`src/design/ffams_pkg.sv`:
```
// Shared types and codes for the first-fit allocator with mark and sweep.
`default_nettype none
package ffams_pkg;

    localparam int HEAP_WORDS_DEF   = 1024;
    localparam int MAX_SEGMENTS_DEF = 64;

    localparam logic [1:0] MODE_ALLOC = 2'd0;
    localparam logic [1:0] MODE_FREE  = 2'd1;
    localparam logic [1:0] MODE_MARK  = 2'd2;
    localparam logic [1:0] MODE_SWEEP = 2'd3;

    localparam logic [2:0] STAT_OK       = 3'd0;
    localparam logic [2:0] STAT_BAD_SIZE = 3'd1;
    localparam logic [2:0] STAT_NO_FIT   = 3'd2;
    localparam logic [2:0] STAT_NO_BLOCK = 3'd3;
    localparam logic [2:0] STAT_FULL     = 3'd4;

    typedef enum logic [2:0] {
        ST_IDLE,
        ST_RD,
        ST_PR,
        ST_SPL,
        ST_FL,
        ST_DONE
    } walk_state_t;

    typedef struct packed {
        logic [2:0]  status;
        logic [9:0]  granted_address;
        logic [10:0] granted_size;
        logic [6:0]  reclaimed_count;
    } result_t;

endpackage
`default_nettype wire

```
`src/design/ffams_ram.sv`:
```
// Generic single-write, single-read RAM with registered read data.
`default_nettype none
module ffams_ram #(
    parameter int WIDTH = 8,
    parameter int DEPTH = 16
) (
    input  wire logic                     aclk,
    input  wire logic                     we,
    input  wire logic [$clog2(DEPTH)-1:0] waddr,
    input  wire logic [WIDTH-1:0]         wdata,
    input  wire logic [$clog2(DEPTH)-1:0] raddr,
    output logic      [WIDTH-1:0]         rdata
);
    logic [WIDTH-1:0] mem [DEPTH];

    always_ff @(posedge aclk) begin
        if (we) begin
            mem[waddr] <= wdata;
        end
        rdata <= mem[raddr];
    end
endmodule
`default_nettype wire

```
`src/design/ffams_walk.sv`:
```
// Sequencer that walks the segment table once per request and rewrites it.
`default_nettype none
module ffams_walk import ffams_pkg::*; #(
    parameter int HEAP_WORDS   = HEAP_WORDS_DEF,
    parameter int MAX_SEGMENTS = MAX_SEGMENTS_DEF,
    localparam int AW   = $clog2(HEAP_WORDS),
    localparam int SZW  = $clog2(HEAP_WORDS + 1),
    localparam int IW   = $clog2(MAX_SEGMENTS),
    localparam int EW   = AW + SZW + 2
) (
    input  wire logic          aclk,
    input  wire logic          aresetn,
    input  wire logic          start,
    input  wire logic [1:0]    mode,
    input  wire logic [10:0]   request_size,
    input  wire logic [9:0]    block_address,
    output logic               idle,
    output logic               done,
    input  wire logic          ack,
    output result_t            result,
    output logic               sel,
    output logic [IW-1:0]      rd_addr,
    input  wire logic [EW-1:0] rd_data_a,
    input  wire logic [EW-1:0] rd_data_b,
    output logic               wr_en,
    output logic [IW-1:0]      wr_addr,
    output logic [EW-1:0]      wr_data
);
    localparam int CNTW = $clog2(MAX_SEGMENTS + 1);
    localparam int CW   = (SZW > 11) ? SZW : 11;
    localparam int BW   = (AW > 10) ? AW : 10;

    walk_state_t state_reg, state_next;

    logic [1:0]      mode_reg;
    logic [10:0]     req_reg;
    logic [9:0]      addr_reg;
    logic [2:0]      status_reg, status_next;
    logic            found_reg, found_next;
    logic [AW-1:0]   gaddr_reg, gaddr_next;
    logic [SZW-1:0]  gsize_reg, gsize_next;
    logic [CNTW-1:0] rc_reg, rc_next;
    logic [CNTW-1:0] idx_reg, idx_next;
    logic [CNTW-1:0] wp_reg, wp_next;
    logic [CNTW-1:0] count_reg, count_next;
    logic            sel_reg, sel_next;
    logic            fresh_reg, fresh_next;
    logic            pend_v_reg, pend_v_next;
    logic [EW-1:0]   pend_reg, pend_next;
    logic [EW-1:0]   rem_reg, rem_next;

    logic [EW-1:0]   ent, item, x;
    logic            split;

    always_comb begin
        ent = sel_reg ? rd_data_b : rd_data_a;
        if (fresh_reg && !sel_reg && idx_reg == '0) begin
            ent = {AW'(0), SZW'(HEAP_WORDS), 1'b1, 1'b0};
        end
    end

    always_ff @(posedge aclk) begin
        if (!aresetn) begin
            state_reg  <= ST_IDLE;
            count_reg  <= CNTW'(1);
            sel_reg    <= 1'b0;
            fresh_reg  <= 1'b1;
            pend_v_reg <= 1'b0;
        end else begin
            state_reg  <= state_next;
            count_reg  <= count_next;
            sel_reg    <= sel_next;
            fresh_reg  <= fresh_next;
            pend_v_reg <= pend_v_next;
        end
    end

    always_ff @(posedge aclk) begin
        if (start && state_reg == ST_IDLE) begin
            mode_reg <= mode;
            req_reg  <= request_size;
            addr_reg <= block_address;
        end
        status_reg <= status_next;
        found_reg  <= found_next;
        gaddr_reg  <= gaddr_next;
        gsize_reg  <= gsize_next;
        rc_reg     <= rc_next;
        idx_reg    <= idx_next;
        wp_reg     <= wp_next;
        pend_reg   <= pend_next;
        rem_reg    <= rem_next;
    end

    always_comb begin
        state_next = state_reg;
        unique case (state_reg)
            ST_IDLE: if (start) state_next = ST_RD;
            ST_RD:   state_next = ST_PR;
            ST_PR: begin
                if (split) begin
                    state_next = ST_SPL;
                end else if (idx_reg + CNTW'(1) < count_reg) begin
                    state_next = ST_RD;
                end else begin
                    state_next = ST_FL;
                end
            end
            ST_SPL: begin
                if (idx_reg + CNTW'(1) < count_reg) begin
                    state_next = ST_RD;
                end else begin
                    state_next = ST_FL;
                end
            end
            ST_FL:   state_next = ST_DONE;
            ST_DONE: if (ack) state_next = ST_IDLE;
            default: state_next = ST_IDLE;
        endcase
    end

    always_comb begin
        status_next = status_reg;
        found_next  = found_reg;
        gaddr_next  = gaddr_reg;
        gsize_next  = gsize_reg;
        rc_next     = rc_reg;
        idx_next    = idx_reg;
        wp_next     = wp_reg;
        count_next  = count_reg;
        sel_next    = sel_reg;
        fresh_next  = fresh_reg;
        pend_v_next = pend_v_reg;
        pend_next   = pend_reg;
        rem_next    = rem_reg;
        wr_en       = 1'b0;
        wr_addr     = wp_reg[IW-1:0];
        wr_data     = pend_reg;
        split       = 1'b0;
        x           = ent;
        item        = ent;

        unique case (mode_reg)
            MODE_ALLOC: begin
                if (!found_reg && ent[1] && CW'(ent[EW-AW-1 -: SZW]) >= CW'(req_reg)) begin
                    if (CW'(ent[EW-AW-1 -: SZW]) == CW'(req_reg)) begin
                        x[1:0] = 2'b00;
                    end else if (count_reg >= CNTW'(MAX_SEGMENTS)) begin
                        x = ent;
                    end else begin
                        x[EW-AW-1 -: SZW] = SZW'(req_reg);
                        x[1:0]            = 2'b00;
                        split             = 1'b1;
                    end
                end
            end
            MODE_FREE: begin
                if (!found_reg && !ent[1] && BW'(ent[EW-1 -: AW]) == BW'(addr_reg)) begin
                    x[1:0] = 2'b10;
                end
            end
            MODE_MARK: begin
                if (!found_reg && !ent[1] && BW'(ent[EW-1 -: AW]) == BW'(addr_reg)) begin
                    x[0] = 1'b1;
                end
            end
            MODE_SWEEP: begin
                x[0] = 1'b0;
                if (!ent[1] && !ent[0]) begin
                    x[1] = 1'b1;
                end
            end
            default: x = ent;
        endcase

        if (state_reg == ST_SPL) begin
            item = rem_reg;
        end else begin
            item = x;
        end

        unique case (state_reg)
            ST_IDLE: begin
                idx_next    = '0;
                wp_next     = '0;
                rc_next     = '0;
                pend_v_next = 1'b0;
                gaddr_next  = '0;
                gsize_next  = '0;
                found_next  = 1'b0;
                unique case (mode)
                    MODE_ALLOC: begin
                        if (request_size == 11'd0) begin
                            status_next = STAT_BAD_SIZE;
                            found_next  = 1'b1;
                        end else begin
                            status_next = STAT_NO_FIT;
                        end
                    end
                    MODE_FREE, MODE_MARK: status_next = STAT_NO_BLOCK;
                    default: status_next = STAT_OK;
                endcase
            end
            ST_PR, ST_SPL: begin
                if (state_reg == ST_PR) begin
                    unique case (mode_reg)
                        MODE_ALLOC: begin
                            if (!found_reg && ent[1]
                                && CW'(ent[EW-AW-1 -: SZW]) >= CW'(req_reg)) begin
                                found_next = 1'b1;
                                if (CW'(ent[EW-AW-1 -: SZW]) != CW'(req_reg)
                                    && count_reg >= CNTW'(MAX_SEGMENTS)) begin
                                    status_next = STAT_FULL;
                                end else begin
                                    status_next = STAT_OK;
                                    gaddr_next  = ent[EW-1 -: AW];
                                    gsize_next  = x[EW-AW-1 -: SZW];
                                end
                            end
                        end
                        MODE_FREE, MODE_MARK: begin
                            if (!found_reg && !ent[1]
                                && BW'(ent[EW-1 -: AW]) == BW'(addr_reg)) begin
                                found_next  = 1'b1;
                                status_next = STAT_OK;
                            end
                        end
                        default: begin
                            if (!ent[1] && !ent[0]) begin
                                rc_next = rc_reg + CNTW'(1);
                            end
                        end
                    endcase
                    rem_next = {AW'(ent[EW-1 -: AW] + AW'(req_reg)),
                                SZW'(ent[EW-AW-1 -: SZW] - SZW'(req_reg)), 1'b1, 1'b0};
                end
                if (state_reg == ST_SPL || !split) begin
                    idx_next = idx_reg + CNTW'(1);
                end
                if (pend_v_reg && pend_reg[1] && item[1]) begin
                    pend_next[EW-AW-1 -: SZW] = pend_reg[EW-AW-1 -: SZW]
                                                + item[EW-AW-1 -: SZW];
                end else begin
                    if (pend_v_reg) begin
                        wr_en   = 1'b1;
                        wp_next = wp_reg + CNTW'(1);
                    end
                    pend_next   = item;
                    pend_v_next = 1'b1;
                end
            end
            ST_FL: begin
                if (pend_v_reg) begin
                    wr_en = 1'b1;
                end
                pend_v_next = 1'b0;
                if (status_reg == STAT_OK) begin
                    count_next = wp_reg + CNTW'(pend_v_reg);
                    sel_next   = !sel_reg;
                    fresh_next = 1'b0;
                end
            end
            default: begin
            end
        endcase
    end

    assign idle    = (state_reg == ST_IDLE);
    assign done    = (state_reg == ST_DONE);
    assign sel     = sel_reg;
    assign rd_addr = idx_reg[IW-1:0];

    always_comb begin
        result.status          = status_reg;
        result.granted_address = 10'(gaddr_reg);
        result.granted_size    = 11'(gsize_reg);
        result.reclaimed_count = (rc_reg > CNTW'(127)) ? 7'd127 : 7'(rc_reg);
    end

    a_write_states: assert property (@(posedge aclk) disable iff (!aresetn)
        wr_en |-> (state_reg == ST_PR || state_reg == ST_SPL || state_reg == ST_FL))
        else $error("table write outside a walk");
    a_count_range: assert property (@(posedge aclk) disable iff (!aresetn)
        count_reg != '0 && count_reg <= CNTW'(MAX_SEGMENTS))
        else $error("segment count out of range");
    a_flip_ok: assert property (@(posedge aclk) disable iff (!aresetn)
        (state_reg != ST_FL) |=> (sel_reg == $past(sel_reg)))
        else $error("table flipped outside the flush step");
endmodule
`default_nettype wire

```
`src/design/first_fit_allocator_mark_sweep_top.sv`:
```
// Top level of the first-fit heap allocator with coalescing and mark/sweep.
// Each request walks the whole segment table once, with a RAM read step and
// a process step per segment and an extra step for a split, then a flush
// step and a hand-over step. The hand-over step waits for as long as the
// output register still holds a result that has not been taken. The table
// is held in two RAMs used alternately: the walk reads one and writes the
// rewritten table into the other, which becomes current only when the
// request succeeds. No clearing pass is needed after reset. A finished
// result waits in an output register while the next request is taken.
`default_nettype none
module first_fit_allocator_mark_sweep_top import ffams_pkg::*; #(
    parameter int HEAP_WORDS   = HEAP_WORDS_DEF,
    parameter int MAX_SEGMENTS = MAX_SEGMENTS_DEF
) (
    input  wire logic        aclk,
    input  wire logic        aresetn,
    input  wire logic        s_valid,
    output logic             s_ready,
    input  wire logic [1:0]  s_mode,
    input  wire logic [10:0] s_request_size,
    input  wire logic [9:0]  s_block_address,
    output logic             m_valid,
    input  wire logic        m_ready,
    output logic [2:0]       m_status,
    output logic [9:0]       m_granted_address,
    output logic [10:0]      m_granted_size,
    output logic [6:0]       m_reclaimed_count
);
    localparam int AW = $clog2(HEAP_WORDS);
    localparam int SZW = $clog2(HEAP_WORDS + 1);
    localparam int IW = $clog2(MAX_SEGMENTS);
    localparam int EW = AW + SZW + 2;

    logic          idle, done, ack, sel, wr_en;
    logic [IW-1:0] rd_addr, wr_addr;
    logic [EW-1:0] rd_data_a, rd_data_b, wr_data;
    result_t       result;
    result_t       out_reg;
    logic          m_valid_reg;

    assign s_ready = idle;
    assign ack     = done && (!m_valid_reg || m_ready);

    ffams_walk #(
        .HEAP_WORDS   (HEAP_WORDS),
        .MAX_SEGMENTS (MAX_SEGMENTS)
    ) u_walk (
        .aclk          (aclk),
        .aresetn       (aresetn),
        .start         (s_valid && idle),
        .mode          (s_mode),
        .request_size  (s_request_size),
        .block_address (s_block_address),
        .idle          (idle),
        .done          (done),
        .ack           (ack),
        .result        (result),
        .sel           (sel),
        .rd_addr       (rd_addr),
        .rd_data_a     (rd_data_a),
        .rd_data_b     (rd_data_b),
        .wr_en         (wr_en),
        .wr_addr       (wr_addr),
        .wr_data       (wr_data)
    );

    ffams_ram #(.WIDTH(EW), .DEPTH(MAX_SEGMENTS)) u_ram_a (
        .aclk  (aclk),
        .we    (wr_en && sel),
        .waddr (wr_addr),
        .wdata (wr_data),
        .raddr (rd_addr),
        .rdata (rd_data_a)
    );

    ffams_ram #(.WIDTH(EW), .DEPTH(MAX_SEGMENTS)) u_ram_b (
        .aclk  (aclk),
        .we    (wr_en && !sel),
        .waddr (wr_addr),
        .wdata (wr_data),
        .raddr (rd_addr),
        .rdata (rd_data_b)
    );

    always_ff @(posedge aclk) begin
        if (!aresetn) begin
            m_valid_reg <= 1'b0;
        end else if (ack) begin
            m_valid_reg <= 1'b1;
        end else if (m_ready) begin
            m_valid_reg <= 1'b0;
        end
    end

    always_ff @(posedge aclk) begin
        if (ack) begin
            out_reg <= result;
        end
    end

    assign m_valid           = m_valid_reg;
    assign m_status          = out_reg.status;
    assign m_granted_address = out_reg.granted_address;
    assign m_granted_size    = out_reg.granted_size;
    assign m_reclaimed_count = out_reg.reclaimed_count;
endmodule
`default_nettype wire

```
`config.mk`:
```
export PLATFORM = sky130hd
export DESIGN_NAME = first_fit_allocator_mark_sweep_top
export DESIGN_NICKNAME = d
export VERILOG_FILES = /design/src/design/ffams_pkg.sv /design/src/design/ffams_ram.sv /design/src/design/ffams_walk.sv /design/src/design/first_fit_allocator_mark_sweep_top.sv
export SDC_FILE = /design/constraint.sdc
export NUM_CORES = 2
export LEC_CHECK = 0
export BUFFER_PORTS_ARGS = -buffer_cell sky130_fd_sc_hd__clkbuf_2
export CAP_MARGIN = 40
export CORE_MARGIN = 3
export CORE_UTILIZATION = 49
export DETAILED_ROUTE_END_ITERATION = 12
export PLACE_DENSITY = 0.68
export REMOVE_ABC_BUFFERS = 1
export SKIP_CTS_REPAIR_TIMING = 1
export SYNTH_ARGS = -nofsm -noshare
export SYNTH_HDL_FRONTEND = slang
export SYNTH_SLANG_ARGS = --single-unit
```
`constraint.sdc`:
```
create_clock -name aclk -period 7.83 [get_ports aclk]
set_input_delay 0 -clock aclk [delete_from_list [all_inputs] [get_ports aclk]]
set_output_delay 0 -clock aclk [all_outputs]
set_load 0.02 [all_outputs]
```
==> flow_summary.json <==
{
  "setup-tns-final_ns": 0,
  "top_regs": "u_ram_a.mem: 1472 flops, u_ram_b.mem: 1472 flops",
  "finalSetupViolCount": 0,
  "synth.cell_area_mm2": 0.1217,
  "ys_seq_elements": 3148,
  "drt-total-wl_mm": 308.3,
  "synth_xor_area_share_pct": 0.3525,
  "gp_congestion": 0.8847,
  "numPortBuffers": 59,
  "irDropWorstVdd_v": 0.0003008,
  "p_leak_nw": 43.63,
  "core_area_mm2": 0.2466,
  "clk_latency_ns": 0.99,
  "grt_pass1_vias": 58790,
  "cp_slowest_stage_delay_ns": 0.65,
  "ant_nets": 0,
  "period_minus_slack_ns": 7.285,
  "critPathArrivalTime_ns": 7.93,
  "wire_per_inst_um": 33.02,
  "fin_crit_sh_pct": 93.03,
  "worst_slew_pin_slew_ns": 1.114,
  "fill_cells": 17766,
  "synthTopCellsByArea": "edfxtp_1, mux4_2, mux2i_1, dfxtp_1, and3_1",
  "crit_top_cell": "or4_1",
  "drt-initial-drc-count": 8156,
  "cp-start-kind": "flip-flop",
  "fin_cells": 9337,
  "whs_ns": 0.05177,
  "setup.worst_path.end_class": "flip-flop",
  "crit_fanout": 12,
  "via_per_inst": 6.347,
  "critPathKind": "reg -> reg",
  "ff2ff_setup_slack_ns": 0.55,
  "drt-pass1-iter-count": 6,
  "post-place-ws_ns": 0.6731,
  "ff2ff_path_depth": 23,
  "holdPathEnd": "u_walk.req_reg[9]$_DFFE_PP_",
  "syn_inst": 5383,
  "yosysUniqueCellTypes": 68,
  "slew_headroom_pct": 25.05,
  "grt_start_max_net_pins": 126,
  "path_clk_slew_ns": 0.06,
  "max_cap_violations": 0,
  "synthMostInstantiatedCell": "edfxtp_1",
  "cts_buffer_depth": 4,
  "hold_class": "in -> reg",
  "worstPathCellList": "inv_1 -> ha_1 -> or4b_4 -> nor2_2 -> nor2_1 -> ha_1 -> nand4_1 -> or4_1 -> nor3b_1 -> a211oi_4 -> nand4_4 -> buf_4 -> mux2i_1 -> a21oi_1 -> fa_1 -> a21o_1 -> a211oi_1 -> nor2_1 -> or4_1 -> and3_1 -> or4_1 -> o311a_1 -> xor2_1",
  "critPathTopFamily": "simple AND/OR/NAND/NOR gates",
  "cts.sinks": 3148,
  "rows": 182,
  "die_h_um": 504.5,
  "synth-simple-area-share_pct": 1.795,
  "yosysSeqAreaShare_pct": 77.15,
  "hold_violations": 0,
  "htree_levels": 5,
  "status": "finished clean",
  "antenna_found_initial": 35,
  "cts_root_buf": "clkbuf_16",
  "synth.top_cell.area_share_pct": 76.17,
  "cts_buffers": 326,
  "drc_errors": 0,
  "synth_compound_area_share_pct": 1.697,
  "async_reset_ff_share_pct": 0,
  "layout_setup_ws_ns": 0.5454,
  "synth_common_cells": "edfxtp_1, mux4_2, clkbuf_1",
  "min_from": "s_request_size[9]",
  "r2r-start": "u_walk.idx_reg[1]$_SDFFCE_PP0P_",
  "fp.dieW_um": 504.5,
  "max_freq_mhz": 137.3,
  "cp_slowest_cell": "or4_1",
  "ys.flop_type": "edfxtp_1",
  "ys_warn_count": 0,
  "cp.required_ns": 8.48,
  "path_buf_inv": 2,
  "area_growth_pct": 13.30,
  "grt_first_pass_wirelength_mm": 437.9,
  "final_layout_size_suffix_gt1_share_pct": 27.03,
  "hpwl_mm": 172.2,
  "maxSlewViolCount": 0,
  "via_count": 59262,
  "hold_depth": 2,
  "skew_ns": 0.09462,
  "yosysTopAreaCell": "edfxtp_1",
  "synthAdderAreaFrac_pct": 0.5632,
  "synth_top_family_by_area": "multiplexers",
  "syn_area_per_cell_um2": 22.62,
  "start_util_pct": 49.36,
  "die_area_mm2": 0.2545,
  "io_pins": 60,
  "dp_cells": 8715,
  "gr-total-overflow": 0,
  "rsz0062_at_grt": "false",
  "timing.rr.end": "u_walk.wr_data[12]$_DFFE_PN_",
  "powerDensity_mw_per_mm2": 340.1,
  "tritoncts": "done",
  "synth_edf_count": 3088,
  "grt_use_total_pct": 24.04,
  "nNetsFinal": 5858,
  "synthMuxAreaShare_pct": 17.28
}
-- layout make-up --
type | count | area [um2] | share of cell area (%)
Antenna cell | 10 | 25.02 | 0.01814
Inverter | 51 | 198.9 | 0.1442
Tap cell | 3312 | 4144 | 3.004
Clock buffer | 402 | 8558 | 6.205
Timing Repair Buffer | 374 | 3221 | 2.335
Multi-Input combinational cell | 1877 | 26490 | 19.20
Clock inverter | 163 | 1368 | 0.9915
Sequential cell | 3148 | 93930 | 68.10
-- metrics by stage --
step	cell area, um2	total power [mW]	utilization (%)
after floorplan	120500	29.77	-
after global placement	126900	32.21	51.47
after detailed placement	127500	32.56	51.70
after CTS	137400	47.12	55.73
after global routing	137900	48.42	55.92
final	137900	46.92	55.93
-- worst reg2reg max path, cell delays in order (launching register included) --
cell      delay (ns)
edfxtp_1        0.39
inv_1           0.14
ha_1            0.16
or4b_4          0.50
nor2_2          0.48
nor2_1          0.15
ha_1            0.42
nand4_1         0.15
or4_1           0.65
nor3b_1         0.23
a211oi_4        0.36
nand4_4         0.14
buf_4           0.23
mux2i_1         0.30
a21oi_1         0.18
fa_1            0.44
a21o_1          0.22
a211oi_1        0.29
nor2_1          0.11
or4_1           0.46
and3_1          0.17
or4_1           0.55
o311a_1         0.16
xor2_1          0.14
-- power by group --
group          total (mW)  internal, mW  switching (mW)
Combinational        12.1          4.82            7.25
Sequential           20.2          19.8           0.373
Clock                14.6          8.51            6.13
Total                46.9          33.2            13.8
-- cell usage in the layout, fill, tap and decap left out, types with 20 or more instances in the layout --
| master | instances |
|---|---|
| edfxtp_1 | 3088 |
| mux4_2 | 839 |
| clkbuf_16 | 330 |
| buf_4 | 238 |
| mux2i_1 | 193 |
| and3_1 | 136 |
| nor2_1 | 110 |
| a21oi_1 | 92 |
| clkinv_1 | 83 |
| o221ai_1 | 77 |
| nand2_1 | 76 |
| clkbuf_1 | 69 |
| clkbuf_2 | 59 |
| dfxtp_1 | 59 |
| ha_1 | 50 |
| inv_1 | 48 |
| dlygate4sd3_1 | 46 |
| clkinv_2 | 44 |
| o22ai_1 | 34 |
| xnor2_1 | 29 |
| o21ai_0 | 28 |
| bufinv_16 | 24 |
| xor2_1 | 20 |
-- kinds of logic after synthesis --
logic type / Yosys count
flip-flops: 3148
multiplexers: 1051
AND/OR/NAND/NOR: 421
buffers and inverters: 358
AO/OA/AOI/OAI: 303
adder cells (fa/ha/maj): 53
XOR/XNOR: 49
-- metal layers --
metal  track usage [%]  wire length [um]  vias to the layer above
li1                  -                 -                    23657
met1             34.75            121500                    31925
met2             37.95            149100                     3185
met3             4.179             28350                      487
met4             7.289              9316                        8
met5                 0                58                        -
-- worst max-delay path by stage --
stage | end | slack [ns] | cells after the start | from
floorplan | u_walk.wr_data[12]$_DFFE_PN_ | -27.55 | 23 | u_walk.idx_reg[0]$_SDFFCE_PP0P_
global placement | u_walk.wr_data[12]$_DFFE_PN_ | 0.79 | 23 | u_walk.idx_reg[1]$_SDFFCE_PP0P_
detailed placement | u_walk.wr_data[12]$_DFFE_PN_ | 0.67 | 23 | u_walk.idx_reg[1]$_SDFFCE_PP0P_
CTS | u_walk.wr_data[12]$_DFFE_PN_ | 0.62 | 23 | u_walk.idx_reg[1]$_SDFFCE_PP0P_
global route | u_walk.wr_data[12]$_DFFE_PN_ | 0.29 | 23 | u_walk.idx_reg[1]$_SDFFCE_PP0P_
finish | u_walk.wr_data[12]$_DFFE_PN_ | 0.55 | 23 | u_walk.idx_reg[1]$_SDFFCE_PP0P_
Note: power is estimated with default switching activity, not from simulation.
